### config.mk
export PLATFORM = sky130hd
export DESIGN_NAME = adc_autorange_averager_top
export DESIGN_NICKNAME = d
export VERILOG_FILES = /design/src/rtl/adcar_pkg.sv /design/src/rtl/adcar_cfg_regs.sv /design/src/rtl/adcar_div.sv /design/src/rtl/adc_autorange_averager_top.sv
export SDC_FILE = /design/constraint.sdc
export NUM_CORES = 2
export LEC_CHECK = 0
export BUFFER_PORTS_ARGS = -buffer_cell sky130_fd_sc_hd__buf_2
export CAP_MARGIN = 5
export CORE_MARGIN = 1
export CORE_UTILIZATION = 45
export CTS_CLUSTER_SIZE = 28
export DETAILED_ROUTE_END_ITERATION = 10
export PLACE_DENSITY = 0.62
export SLEW_MARGIN = 20
export SYNTH_ARGS = -nofsm -noshare
export SYNTH_HDL_FRONTEND = slang
export SYNTH_HIERARCHICAL = 1
export SYNTH_SLANG_ARGS = --single-unit
### constraint.sdc
create_clock -name clk -period 11.6 [get_ports clk]
set_input_delay 0.58 -clock clk [delete_from_list [all_inputs] [get_ports clk]]
set_output_delay 0.58 -clock clk [all_outputs]
set_load 0.05 [all_outputs]
### src/rtl/adcar_pkg.sv
`default_nettype none

package adcar_pkg;

    // Group size and derived widths
    localparam int SAMPLES    = 5;
    localparam int SMP_W      = 16;
    localparam int SUM_W      = SMP_W + $clog2(SAMPLES);
    localparam int CNT_W      = $clog2(SAMPLES + 1);
    localparam int THR_W      = SUM_W + 1;
    localparam int GAIN_W     = 3;
    localparam int MULT_W     = 5;
    localparam int PM_W       = SUM_W + MULT_W;
    localparam int SCALE_W    = 32;
    localparam int PROD_W     = PM_W + SCALE_W;
    localparam int DIVISOR    = 128000 * SAMPLES;
    localparam int READ_W     = 40;
    localparam int HI_W       = 15;
    localparam int LO_W       = 16;
    localparam int CFG_IDX_W  = 2;
    localparam int CFG_DATA_W = 32;
    localparam int OUT_DATA_W = ((GAIN_W + READ_W + 7) / 8) * 8;
    localparam int OUT_USER_W = 2;

    // Group divisor split: 2^DIV_POW2 by shift, the rest by reciprocal multiply
    localparam int DIV_POW2   = 10;
    localparam int DIV_ODD    = DIVISOR / (2 ** DIV_POW2);
    localparam int NUM_W      = 32;
    localparam int RH_W       = $clog2(DIV_ODD);
    localparam int XL_W       = NUM_W - RH_W;
    localparam int X_W        = PROD_W - DIV_POW2;
    localparam int QH_W       = X_W - XL_W;
    localparam int RECIP_W    = NUM_W + 1;
    localparam int RECIP_SH   = NUM_W + RH_W;
    localparam int PRODR_W    = NUM_W + RECIP_W;
    localparam int QR_W       = PRODR_W - RECIP_SH;

    // ceil(2^RECIP_SH / DIV_ODD): exact floor division for any 32-bit numerator
    localparam logic [RECIP_W-1:0] RECIP_M =
        RECIP_W'(((64'd1 << RECIP_SH) + 64'(DIV_ODD) - 64'd1) / 64'(DIV_ODD));
    localparam logic [NUM_W-1:0]   DIV_ODD_C = NUM_W'(DIV_ODD);

    localparam logic [GAIN_W-1:0] GAIN_MAX = GAIN_W'(5);

    // Result kinds
    localparam logic KIND_GAIN    = 1'b0;
    localparam logic KIND_READING = 1'b1;

    // Register reset values
    localparam logic [HI_W-1:0]           HI_THR_RST     = HI_W'(20000);
    localparam logic signed [LO_W-1:0]    LO_THR_RST     = LO_W'(7000);
    localparam logic [SCALE_W-1:0]        CUR_SCALE_RST  = SCALE_W'(655360000);
    localparam logic [SCALE_W-1:0]        VOLT_SCALE_RST = SCALE_W'(1730150);

    typedef enum logic [CFG_IDX_W-1:0] {
        REG_HIGH_THR   = 2'd0,
        REG_LOW_THR    = 2'd1,
        REG_CUR_SCALE  = 2'd2,
        REG_VOLT_SCALE = 2'd3
    } reg_idx_t;

    typedef struct packed {
        logic [HI_W-1:0]        high_threshold;
        logic signed [LO_W-1:0] low_threshold;
        logic [SCALE_W-1:0]     current_scale;
        logic [SCALE_W-1:0]     voltage_scale;
    } cfg_t;

    // LSB weight per gain index, in units of 1/128000
    function automatic logic [MULT_W-1:0] lsb_mult(input logic [GAIN_W-1:0] g);
        logic [MULT_W-1:0] m;
        unique case (g)
            3'd0:    m = MULT_W'(24);
            3'd1:    m = MULT_W'(16);
            3'd2:    m = MULT_W'(8);
            3'd3:    m = MULT_W'(4);
            3'd4:    m = MULT_W'(2);
            default: m = MULT_W'(1);
        endcase
        return m;
    endfunction

endpackage

`default_nettype wire

### src/rtl/adcar_cfg_regs.sv
`default_nettype none

module adcar_cfg_regs
    import adcar_pkg::*;
(
    input  wire logic                  clk,
    input  wire logic                  rst_n,
    input  wire logic                  cfg_valid,
    output logic                       cfg_ready,
    input  wire logic [CFG_IDX_W-1:0]  cfg_index,
    input  wire logic [CFG_DATA_W-1:0] cfg_data,
    output cfg_t                       cfg
);

    cfg_t cfg_reg;
    cfg_t cfg_next;

    assign cfg_ready = 1'b1;
    assign cfg       = cfg_reg;

    // Register file write decode
    always_comb
    begin
        cfg_next = cfg_reg;
        if (cfg_valid)
        begin
            unique case (reg_idx_t'(cfg_index))
                REG_HIGH_THR:   cfg_next.high_threshold = cfg_data[HI_W-1:0];
                REG_LOW_THR:    cfg_next.low_threshold  = $signed(cfg_data[LO_W-1:0]);
                REG_CUR_SCALE:  cfg_next.current_scale  = cfg_data[SCALE_W-1:0];
                REG_VOLT_SCALE: cfg_next.voltage_scale  = cfg_data[SCALE_W-1:0];
            endcase
        end
    end

    always_ff @(posedge clk or negedge rst_n)
    begin
        if (!rst_n)
        begin
            cfg_reg.high_threshold <= HI_THR_RST;
            cfg_reg.low_threshold  <= LO_THR_RST;
            cfg_reg.current_scale  <= CUR_SCALE_RST;
            cfg_reg.voltage_scale  <= VOLT_SCALE_RST;
        end
        else
        begin
            cfg_reg <= cfg_next;
        end
    end

endmodule

`default_nettype wire

### src/rtl/adcar_div.sv
`default_nettype none

// Division by the fixed group divisor: drop the power-of-two part by shift, then
// divide by the remaining factor with one reciprocal multiplier used twice,
// first on the high part, then on the remainder joined with the low part.
module adcar_div
    import adcar_pkg::*;
(
    input  wire logic              clk,
    input  wire logic              rst_n,
    input  wire logic              start,
    input  wire logic [PROD_W-1:0] dividend,
    output logic                   done,
    output logic [READ_W-1:0]      quotient
);

    typedef enum logic [3:0] {
        DV_IDLE = 4'b0001,
        DV_HIGH = 4'b0010,
        DV_REM  = 4'b0100,
        DV_LOW  = 4'b1000
    } div_state_t;

    div_state_t         state_reg, state_next;
    logic [NUM_W-1:0]   num_reg, num_next;
    logic [XL_W-1:0]    low_reg, low_next;
    logic [QH_W-1:0]    qh_reg, qh_next;
    logic [READ_W-1:0]  quo_reg, quo_next;
    logic               done_reg, done_next;

    logic [PRODR_W-1:0] prod;
    logic [QR_W-1:0]    qr;
    logic [NUM_W-1:0]   rem_full;
    logic [X_W-1:0]     quo_full;

    // Shared reciprocal multiply
    assign prod     = PRODR_W'(num_reg) * PRODR_W'(RECIP_M);
    assign qr       = prod[RECIP_SH +: QR_W];
    assign rem_full = num_reg - NUM_W'(qh_reg) * DIV_ODD_C;
    assign quo_full = {qh_reg, qr[XL_W-1:0]};

    assign done     = done_reg;
    assign quotient = quo_reg;

    // Step sequencer
    always_comb
    begin
        state_next = state_reg;
        num_next   = num_reg;
        low_next   = low_reg;
        qh_next    = qh_reg;
        quo_next   = quo_reg;
        done_next  = 1'b0;
        unique case (state_reg)
            DV_IDLE:
            begin
                if (start)
                begin
                    num_next   = NUM_W'(dividend[PROD_W-1 -: QH_W]);
                    low_next   = dividend[DIV_POW2 +: XL_W];
                    state_next = DV_HIGH;
                end
            end
            DV_HIGH:
            begin
                qh_next    = QH_W'(qr);
                state_next = DV_REM;
            end
            DV_REM:
            begin
                num_next   = {rem_full[RH_W-1:0], low_reg};
                state_next = DV_LOW;
            end
            DV_LOW:
            begin
                quo_next   = quo_full[READ_W-1:0];
                done_next  = 1'b1;
                state_next = DV_IDLE;
            end
        endcase
    end

    // Control state
    always_ff @(posedge clk or negedge rst_n)
    begin
        if (!rst_n)
        begin
            state_reg <= DV_IDLE;
            done_reg  <= 1'b0;
        end
        else
        begin
            state_reg <= state_next;
            done_reg  <= done_next;
        end
    end

    // Datapath
    always_ff @(posedge clk)
    begin
        num_reg <= num_next;
        low_reg <= low_next;
        qh_reg  <= qh_next;
        quo_reg <= quo_next;
    end

endmodule

`default_nettype wire

### src/rtl/adc_autorange_averager_top.sv
`default_nettype none

// Channel   Handshake                 Payload
// s_*       s_tvalid / s_tready       tuser: channel; tdata: sample
// m_*       m_tvalid / m_tready       tuser: out_channel, kind; tdata: gain_index, reading
// cfg_*     cfg_valid / cfg_ready     cfg_index: register, cfg_data: value
//
// A sample that does not close a group is only accepted; a closing one also passes the judge state.
// A gain command then loads the output register; a settled range returns to idle with no output.
// A reading passes accept, judge, scale multiply, the divider's high, remainder and low steps, output load;
// the divider uses one reciprocal multiplier twice, for the high and low quotient parts.
// rst_n resets all channel state (gain index to GAIN_MAX) and loads register defaults; no clearing pass.
// s_tready is low while a group is in work or a result waits for the output register.
module adc_autorange_averager_top
    import adcar_pkg::*;
(
    input  wire logic                  clk,
    input  wire logic                  rst_n,
    // input beats
    input  wire logic                  s_tvalid,
    output logic                       s_tready,
    input  wire logic [SMP_W-1:0]      s_tdata,   // [15:0] sample
    input  wire logic                  s_tuser,   // [0] channel
    // result beats
    output logic                       m_tvalid,
    input  wire logic                  m_tready,
    output logic [OUT_DATA_W-1:0]      m_tdata,   // [2:0] gain_index, [42:3] reading, rest 0
    output logic [OUT_USER_W-1:0]      m_tuser,   // [0] out_channel, [1] kind
    // configuration writes
    input  wire logic                  cfg_valid,
    output logic                       cfg_ready,
    input  wire logic [CFG_IDX_W-1:0]  cfg_index,
    input  wire logic [CFG_DATA_W-1:0] cfg_data
);

    typedef enum logic [4:0] {
        ST_IDLE  = 5'b00001,
        ST_JUDGE = 5'b00010,
        ST_SCALE = 5'b00100,
        ST_DIV   = 5'b01000,
        ST_OUT   = 5'b10000
    } state_t;

    cfg_t cfg;

    state_t state_reg, state_next;

    // Per-channel state
    logic signed [SUM_W-1:0] sum_reg  [2];
    logic signed [SUM_W-1:0] sum_next [2];
    logic [CNT_W-1:0]        cnt_reg  [2];
    logic [CNT_W-1:0]        cnt_next [2];
    logic [GAIN_W-1:0]       gain_reg [2];
    logic [GAIN_W-1:0]       gain_next[2];
    logic                    conv_reg [2];
    logic                    conv_next[2];

    // Work registers
    logic                    ch_reg, ch_next;
    logic signed [SUM_W-1:0] work_sum_reg, work_sum_next;
    logic [PM_W-1:0]         pm_reg, pm_next;
    logic                    neg_reg, neg_next;
    logic                    res_kind_reg, res_kind_next;
    logic [GAIN_W-1:0]       res_gain_reg, res_gain_next;
    logic [READ_W-1:0]       res_read_reg, res_read_next;

    // Output register
    logic                    m_tvalid_reg, m_tvalid_next;
    logic [OUT_DATA_W-1:0]   m_tdata_reg, m_tdata_next;
    logic [OUT_USER_W-1:0]   m_tuser_reg, m_tuser_next;

    logic                    in_acc;
    logic                    out_load;
    logic signed [SUM_W-1:0] sum_add;
    logic [CNT_W-1:0]        cnt_inc;
    logic signed [THR_W-1:0] hi_lim, lo_lim, sum_ext;
    logic [GAIN_W-1:0]       gain_cur;
    logic                    go_down, go_up;
    logic [SUM_W-1:0]        mag;
    logic [SCALE_W-1:0]      scale_sel;
    logic                    div_start;
    logic [PROD_W-1:0]       dividend;
    logic                    div_done;
    logic [READ_W-1:0]       quotient;

    adcar_cfg_regs u_cfg (
        .clk       (clk),
        .rst_n     (rst_n),
        .cfg_valid (cfg_valid),
        .cfg_ready (cfg_ready),
        .cfg_index (cfg_index),
        .cfg_data  (cfg_data),
        .cfg       (cfg)
    );

    adcar_div u_div (
        .clk      (clk),
        .rst_n    (rst_n),
        .start    (div_start),
        .dividend (dividend),
        .done     (div_done),
        .quotient (quotient)
    );

    assign s_tready = (state_reg == ST_IDLE);
    assign in_acc   = s_tvalid && s_tready;
    assign out_load = (state_reg == ST_OUT) && (!m_tvalid_reg || m_tready);

    // Accumulate
    assign sum_add = sum_reg[s_tuser] + SUM_W'($signed(s_tdata));
    assign cnt_inc = cnt_reg[s_tuser] + 1'b1;

    // Threshold tests on the group sum
    assign hi_lim   = $signed(THR_W'(cfg.high_threshold) * THR_W'(SAMPLES));
    assign lo_lim   = $signed(THR_W'(cfg.low_threshold) * THR_W'(SAMPLES));
    assign sum_ext  = THR_W'(work_sum_reg);
    assign gain_cur = gain_reg[ch_reg];
    assign go_down  = (sum_ext >= hi_lim) && (gain_cur != '0);
    assign go_up    = !go_down && (sum_ext <= lo_lim) && (gain_cur < GAIN_MAX);

    // Magnitude for the reading path
    assign mag = work_sum_reg[SUM_W-1] ? SUM_W'(-work_sum_reg) : work_sum_reg;

    // Scale multiply feeds the divider
    assign scale_sel = ch_reg ? cfg.voltage_scale : cfg.current_scale;
    assign dividend  = PROD_W'(pm_reg) * PROD_W'(scale_sel);
    assign div_start = (state_reg == ST_SCALE);

    // Sequencer
    always_comb
    begin
        state_next    = state_reg;
        sum_next      = sum_reg;
        cnt_next      = cnt_reg;
        gain_next     = gain_reg;
        conv_next     = conv_reg;
        ch_next       = ch_reg;
        work_sum_next = work_sum_reg;
        pm_next       = pm_reg;
        neg_next      = neg_reg;
        res_kind_next = res_kind_reg;
        res_gain_next = res_gain_reg;
        res_read_next = res_read_reg;

        unique case (state_reg)
            ST_IDLE:
            begin
                if (in_acc)
                begin
                    ch_next = s_tuser;
                    if (cnt_inc == CNT_W'(SAMPLES))
                    begin
                        sum_next[s_tuser] = '0;
                        cnt_next[s_tuser] = '0;
                        work_sum_next     = sum_add;
                        state_next        = ST_JUDGE;
                    end
                    else
                    begin
                        sum_next[s_tuser] = sum_add;
                        cnt_next[s_tuser] = cnt_inc;
                    end
                end
            end
            ST_JUDGE:
            begin
                res_gain_next = gain_cur;
                if (conv_reg[ch_reg])
                begin
                    conv_next[ch_reg] = 1'b0;
                    neg_next          = work_sum_reg[SUM_W-1];
                    pm_next           = PM_W'(mag) * PM_W'(lsb_mult(gain_cur));
                    res_kind_next     = KIND_READING;
                    state_next        = ST_SCALE;
                end
                else if (go_down || go_up)
                begin
                    gain_next[ch_reg] = go_down ? gain_cur - 1'b1 : gain_cur + 1'b1;
                    res_gain_next     = go_down ? gain_cur - 1'b1 : gain_cur + 1'b1;
                    res_kind_next     = KIND_GAIN;
                    res_read_next     = '0;
                    state_next        = ST_OUT;
                end
                else
                begin
                    conv_next[ch_reg] = 1'b1;
                    state_next        = ST_IDLE;
                end
            end
            ST_SCALE:
            begin
                state_next = ST_DIV;
            end
            ST_DIV:
            begin
                if (div_done)
                begin
                    res_read_next = neg_reg ? READ_W'(-quotient) : quotient;
                    state_next    = ST_OUT;
                end
            end
            ST_OUT:
            begin
                if (out_load)
                begin
                    state_next = ST_IDLE;
                end
            end
        endcase
    end

    // Output stage
    always_comb
    begin
        m_tvalid_next = m_tvalid_reg;
        m_tdata_next  = m_tdata_reg;
        m_tuser_next  = m_tuser_reg;
        if (out_load)
        begin
            m_tvalid_next = 1'b1;
            m_tdata_next  = OUT_DATA_W'({res_read_reg, res_gain_reg});
            m_tuser_next  = {res_kind_reg, ch_reg};
        end
        else if (m_tready)
        begin
            m_tvalid_next = 1'b0;
        end
    end

    assign m_tvalid = m_tvalid_reg;
    assign m_tdata  = m_tdata_reg;
    assign m_tuser  = m_tuser_reg;

    // Control and channel state
    always_ff @(posedge clk or negedge rst_n)
    begin
        if (!rst_n)
        begin
            state_reg    <= ST_IDLE;
            m_tvalid_reg <= 1'b0;
            for (int c = 0; c < 2; c++)
            begin
                sum_reg[c]  <= '0;
                cnt_reg[c]  <= '0;
                gain_reg[c] <= GAIN_MAX;
                conv_reg[c] <= 1'b0;
            end
        end
        else
        begin
            state_reg    <= state_next;
            m_tvalid_reg <= m_tvalid_next;
            sum_reg      <= sum_next;
            cnt_reg      <= cnt_next;
            gain_reg     <= gain_next;
            conv_reg     <= conv_next;
        end
    end

    // Payload
    always_ff @(posedge clk)
    begin
        ch_reg       <= ch_next;
        work_sum_reg <= work_sum_next;
        pm_reg       <= pm_next;
        neg_reg      <= neg_next;
        res_kind_reg <= res_kind_next;
        res_gain_reg <= res_gain_next;
        res_read_reg <= res_read_next;
        m_tdata_reg  <= m_tdata_next;
        m_tuser_reg  <= m_tuser_next;
    end

    // Checks
    a_gain_range: assert property (@(posedge clk) disable iff (!rst_n)
        (gain_reg[0] <= GAIN_MAX) && (gain_reg[1] <= GAIN_MAX))
        else $error("gain index out of range");

    a_count_range: assert property (@(posedge clk) disable iff (!rst_n)
        (cnt_reg[0] < CNT_W'(SAMPLES)) && (cnt_reg[1] < CNT_W'(SAMPLES)))
        else $error("sample count reached group size");

    a_div_done_state: assert property (@(posedge clk) disable iff (!rst_n)
        div_done |-> (state_reg == ST_DIV))
        else $error("divider finished outside divide state");

    a_cmd_zero: assert property (@(posedge clk) disable iff (!rst_n)
        (out_load && (res_kind_reg == KIND_GAIN)) |=> (m_tdata_reg[GAIN_W +: READ_W] == '0))
        else $error("gain command carries nonzero reading");

endmodule

`default_nettype wire

Yosys cells after proc, flatten, opt, wreduce, memory -nomap -nowiden
Cells that the tools add are included.
Widths: inputs -> output; s select.
- memory bits (writable): 0
- output and inout port bits: 53
- logic and storage cells: 171
- latch bits: 0
- bits in registers: 409
- bits in read-only memories: 0
- memories kept: 0
- multipliers: 6
- equal/unequal tests: 25
- reduce and logical (&&, ||, !) cells: 32
- bitwise logic cells: 10
- shift-type cells: 0
- magnitude comparators: 7
- multiplexer cells: 55
- divide/modulo/power cells: 0
- add/subtract/negate cells: 7
- operators by type and width (operator ; count):
    $mux 40 ; 4
    $mux 19 ; 5
    $pmux 40 s2 ; 1
    $mul 32x32->64 const B ; 1
    $mux 32 ; 2
    $pmux 32 s2 ; 1
    $mul 24x32->56 ; 1
    $pmux 5 s5 ; 2
    $mux 5 ; 8
    $neg 40->40 ; 1
    $and 38x38->38 ; 1
    $bwmux 38 ; 1
    $mux 38 ; 1
    $not 38->38 ; 1
    $mux 3 ; 11
    $mul 19x5->24 ; 1
    $mul 23x10->10 const B ; 1
    $le 19x20->1 ; 1
    $mul 16x4->20 const B ; 1
    $reduce_and 2->1 ; 10
    $add 19x16->19 ; 1
    $demux 19 s1 ; 1
    $ge 19x19->1 ; 1
    $neg 19->19 ; 1
    47 further kinds ; 83

Longest topological paths before layout
- depth in word-level cells: 13
- depth in mapped cells: 33

Cells and area by module
Netlist, hierarchy kept.
- by module, submodules not included (module ; area each (um^2) ; sequential area each (um^2) ; cells an instance ; times used):
    adc_autorange_averager_top ; 39248.9 ; 5481.5 ; 4220 ; 1
    adcar_div ; 22201.3 ; 3489.6 ; 1988 ; 1
    adcar_cfg_regs ; 3592.2 ; 2412.3 ; 204 ; 1

Worst setup path before layout
No wires, ideal clock.
- path kind: reg2reg
- start: register ch_reg
- end: register u_div.num_reg[13], data pin
- cell stages (with the launch flop): 32
- clock period less this slack: 8287 ps
- arrival time: 8034 ps
- slack: 3313 ps
- cells stage by stage: edfxtp_1 clkbuf_1 buf_1 buf_1 mux2_2 clkbuf_1 nand2_1 fa_1 inv_1 fa_1 inv_1 fa_1 inv_1 fa_1 fa_1 fa_1 inv_1 fa_1 inv_1 ha_1 clkbuf_1 a21o_1 a211oi_1 a21oi_1 or3b_2 a21oi_1 o21ai_0 o21ai_0 o21ai_0 xnor2_1 nand2_1 nand2_1
- longest elaborated chain between the ends: 4
- RTL lines (element ; RTL line ; source):
    start, declared ; adc_autorange_averager_top.sv:59 ; logic ch_reg, ch_next;
    start signal, assigned ; adc_autorange_averager_top.sv:263 ; ch_reg <= ch_next;
    $mux 32 ; adc_autorange_averager_top.sv:125 ; assign scale_sel = ch_reg ? cfg.voltage_scale : cfg.current_scale;
    $mul 24x32->56 ; adc_autorange_averager_top.sv:126 ; assign dividend = PROD_W'(pm_reg) * PROD_W'(scale_sel);
    via dividend[45] ; adc_autorange_averager_top.sv:82 ; logic [PROD_W-1:0] dividend;
    $mux 32 ; adcar_div.sv:57 ; if (start)
    $pmux 32 s2 ; adcar_div.sv:54 ; unique case (state_reg)
    via u_div.num_next[13] ; adcar_div.sv:25 ; logic [NUM_W-1:0] num_reg, num_next;
    end signal, assigned ; adcar_div.sv:101 ; num_reg <= num_next;
    end, declared ; adcar_div.sv:25 ;
The timed path passes the listed nets, and every way through them passes these cells. The select of a mux whose other input is x is not followed.
A chain may end at the register's enable or synchronous reset.

Final worst setup path
Ends and elaborated chain as after synthesis.

==> summary.md <==
| Metric | Value |
|---|---|
| Port Buffers | 102 |
| # nets final | 8346 |
| Number of antenna-violating nets in the routed design | 0 |
| Syn Area/Cell | 10.15 µm² |
| Unrepaired setup endpoints after global routing | no |
| Initial Utilization | 45.29% |
| Cells after Synth | 6402 |
| Most common cell after layout, fill and taps aside | inv_1 |
| Final hold slack | 0.08137 ns |
| Core ar. | 143500 µm² |
| Final Hold Vio Count | 0 |
| CP startpoint | ch_reg$_DFFE_PP_ |
| Die Ht | 382.0 µm |
| H-tree depth | 2 |
| Setup bufs post-CTS | 0 |
| Detailed Place HPWL | 134100 µm |
| Setup_tns | 0 ns |
| Placed Cells | 8255 |
| Max_cap viols | 0 |
| Share of post-route cells with drive strength above 1 | 7.610% |
| DRC violations left | 0 |
| Tot GR Track Use | 23.98% |
| Core Util, Final | 48.13% |
| CP Launch Type | register |
| DIE WIDTH | 382.0 µm |
| Via-to-Cell Ratio | 5.261 |
| Clock latency on the worst-skew pair | 0.64 ns |
| FF-to-FF End | u_div/num_reg[13]$_DFFE_PP_ |
| Max-slew violations | 0 |
| FP Rows | 139 |
| Post-CTS resize count | 0 |
| Critical path type | register to register |
| Number of global-route vias before repair | 48.03k |
| Final Setup Violations | 0 |
| Max reg flops | 95 |
| Largest net degree at the start of global routing | 99 |
| Mapped Area | 64980 µm² |
| DR pass1 iterations | 6 |
| Worst EP arrival | 9.05 ns |
| FF-to-FF path depth | 26 |
| Crit path required time | 11.99 ns |
| Initial antenna violation count | 2 |
| Slew HR | 29.90% |
| CTS clk-pin slew, worst paths | 0.05 ns |
| Worst Hold Class | input port to async pin |
| Routed len/inst | 20.29 µm |
| Status | completed |
| Die ar. | 145900 µm² |
| Final Cycle Share | 74.64% |
| Vias | 43.90k |
| Most frequent cells in the layout | inv_1 (1373), fa_1 (1151), ha_1 (738), nand2_1 (672), and2_1 (406) |
| TritonCTS clock tree | done |
| Tightest Pin Transition | 1.048 ns |
| Cts hold-fix bufs | 0 |
| First-pass GRT wire length | 271700 µm |
| Clock tree buffer depth | 3 |
| Worst setup path endpoint | u_div/num_reg[13]$_DFFE_PP_ |
| Placer Congestion | 0.9387 |
| Final min period | 8.659 ns |
| Sink Count | 404 |
| Flop-to-flop setup slack | 2.94 ns |
| Critical path capture point type | register |
| Routed WL | 169300 µm |
| I/O pin count | 109 |
| Fmax | 0.1155 GHz |
| Total CTS buffers | 47 |
| Yosys warns | 6 |
| Layout area overhead | 6.262% |
| Worst Clk Skew | 0.03935 ns |
| Grt ovf | 0 |
| Root buf cell | clkbuf_16 |
| First DRT Iteration DRCs | 2554 |
| Layout Cells excl Fill | 8344 |
| R2R Path Start | ch_reg$_DFFE_PP_ |
| Crit-path max FO | 43 |
| # fillers | 13.47k |
==> worst max-delay path: stages (launching register included) <==
cell and delay [ns]:
edfxtp_1 0.31, buf_4 0.57, mux2_2 0.64, and2_1 0.27, fa_1 0.53, inv_1 0.05, fa_1 0.52, inv_1 0.05
fa_1 0.52, fa_1 0.44, fa_1 0.52, fa_1 0.57, inv_1 0.06, fa_1 0.57, inv_1 0.06, ha_1 0.43
a21o_1 0.21, a211oi_1 0.35, a21oi_1 0.11, or3b_2 0.45, a21oi_1 0.21, o21ai_0 0.20, o21ai_0 0.30, o21ai_0 0.17
xnor2_1 0.15, nand2_1 0.06, nand2_1 0.06
==> per-stage QoR <==
stage                     area [µm²]  setup WS [ns]
after floorplan                65000          3.313
after global placement         67500          2.995
after detailed placement       67500          2.953
after CTS                      69050          2.977
after global routing           69050          2.480
final                          69050          2.941
==> layer usage <==
layer / part of all wire [%] / wire length [µm] / GRT usage, %
met1: 43 / 73610 / 32.32
met2: 49 / 82200 / 40.62
met3: 5.6 / 9533 / 3.748
met4: 2.3 / 3953 / 5.356
met5: 0.0077 / 13 / 0
==> worst min-delay path by stage <==
stage / from / end / cells past startpoint
5_1_grt: rst_n / sum_reg[18]$_DFFE_PN0P_ / 1
3_3_place_gp: res_read_reg[16]$_SDFFCE_PN0P_ / m_tdata[19]$_DFFE_PP_ / 0
6_report: rst_n / sum_reg[29]$_DFFE_PN0P_ / 1
3_5_place_dp: res_read_reg[6]$_SDFFCE_PN0P_ / m_tdata[9]$_DFFE_PP_ / 0
4_1_cts: rst_n / sum_reg[18]$_DFFE_PN0P_ / 1
2_1_floorplan: rst_n / async pin / 0
==> final cells by class <==
cell class | count | area [µm²] | area share (%)
tap | 1903 | 2381 | 3.448
clock inverter | 19 | 234.0 | 0.3388
clock buffer | 68 | 1308 | 1.894
sequential | 404 | 11380 | 16.49
multi-input combinational | 4412 | 47620 | 68.96
antenna | 2 | 5.005 | 0.007248
timing repair buffer | 162 | 967.2 | 1.401
inverter | 1374 | 5157 | 7.469
Power is not shown: default switching activity piles up to over one toggle a cycle in this logic, so the estimate is an artifact.
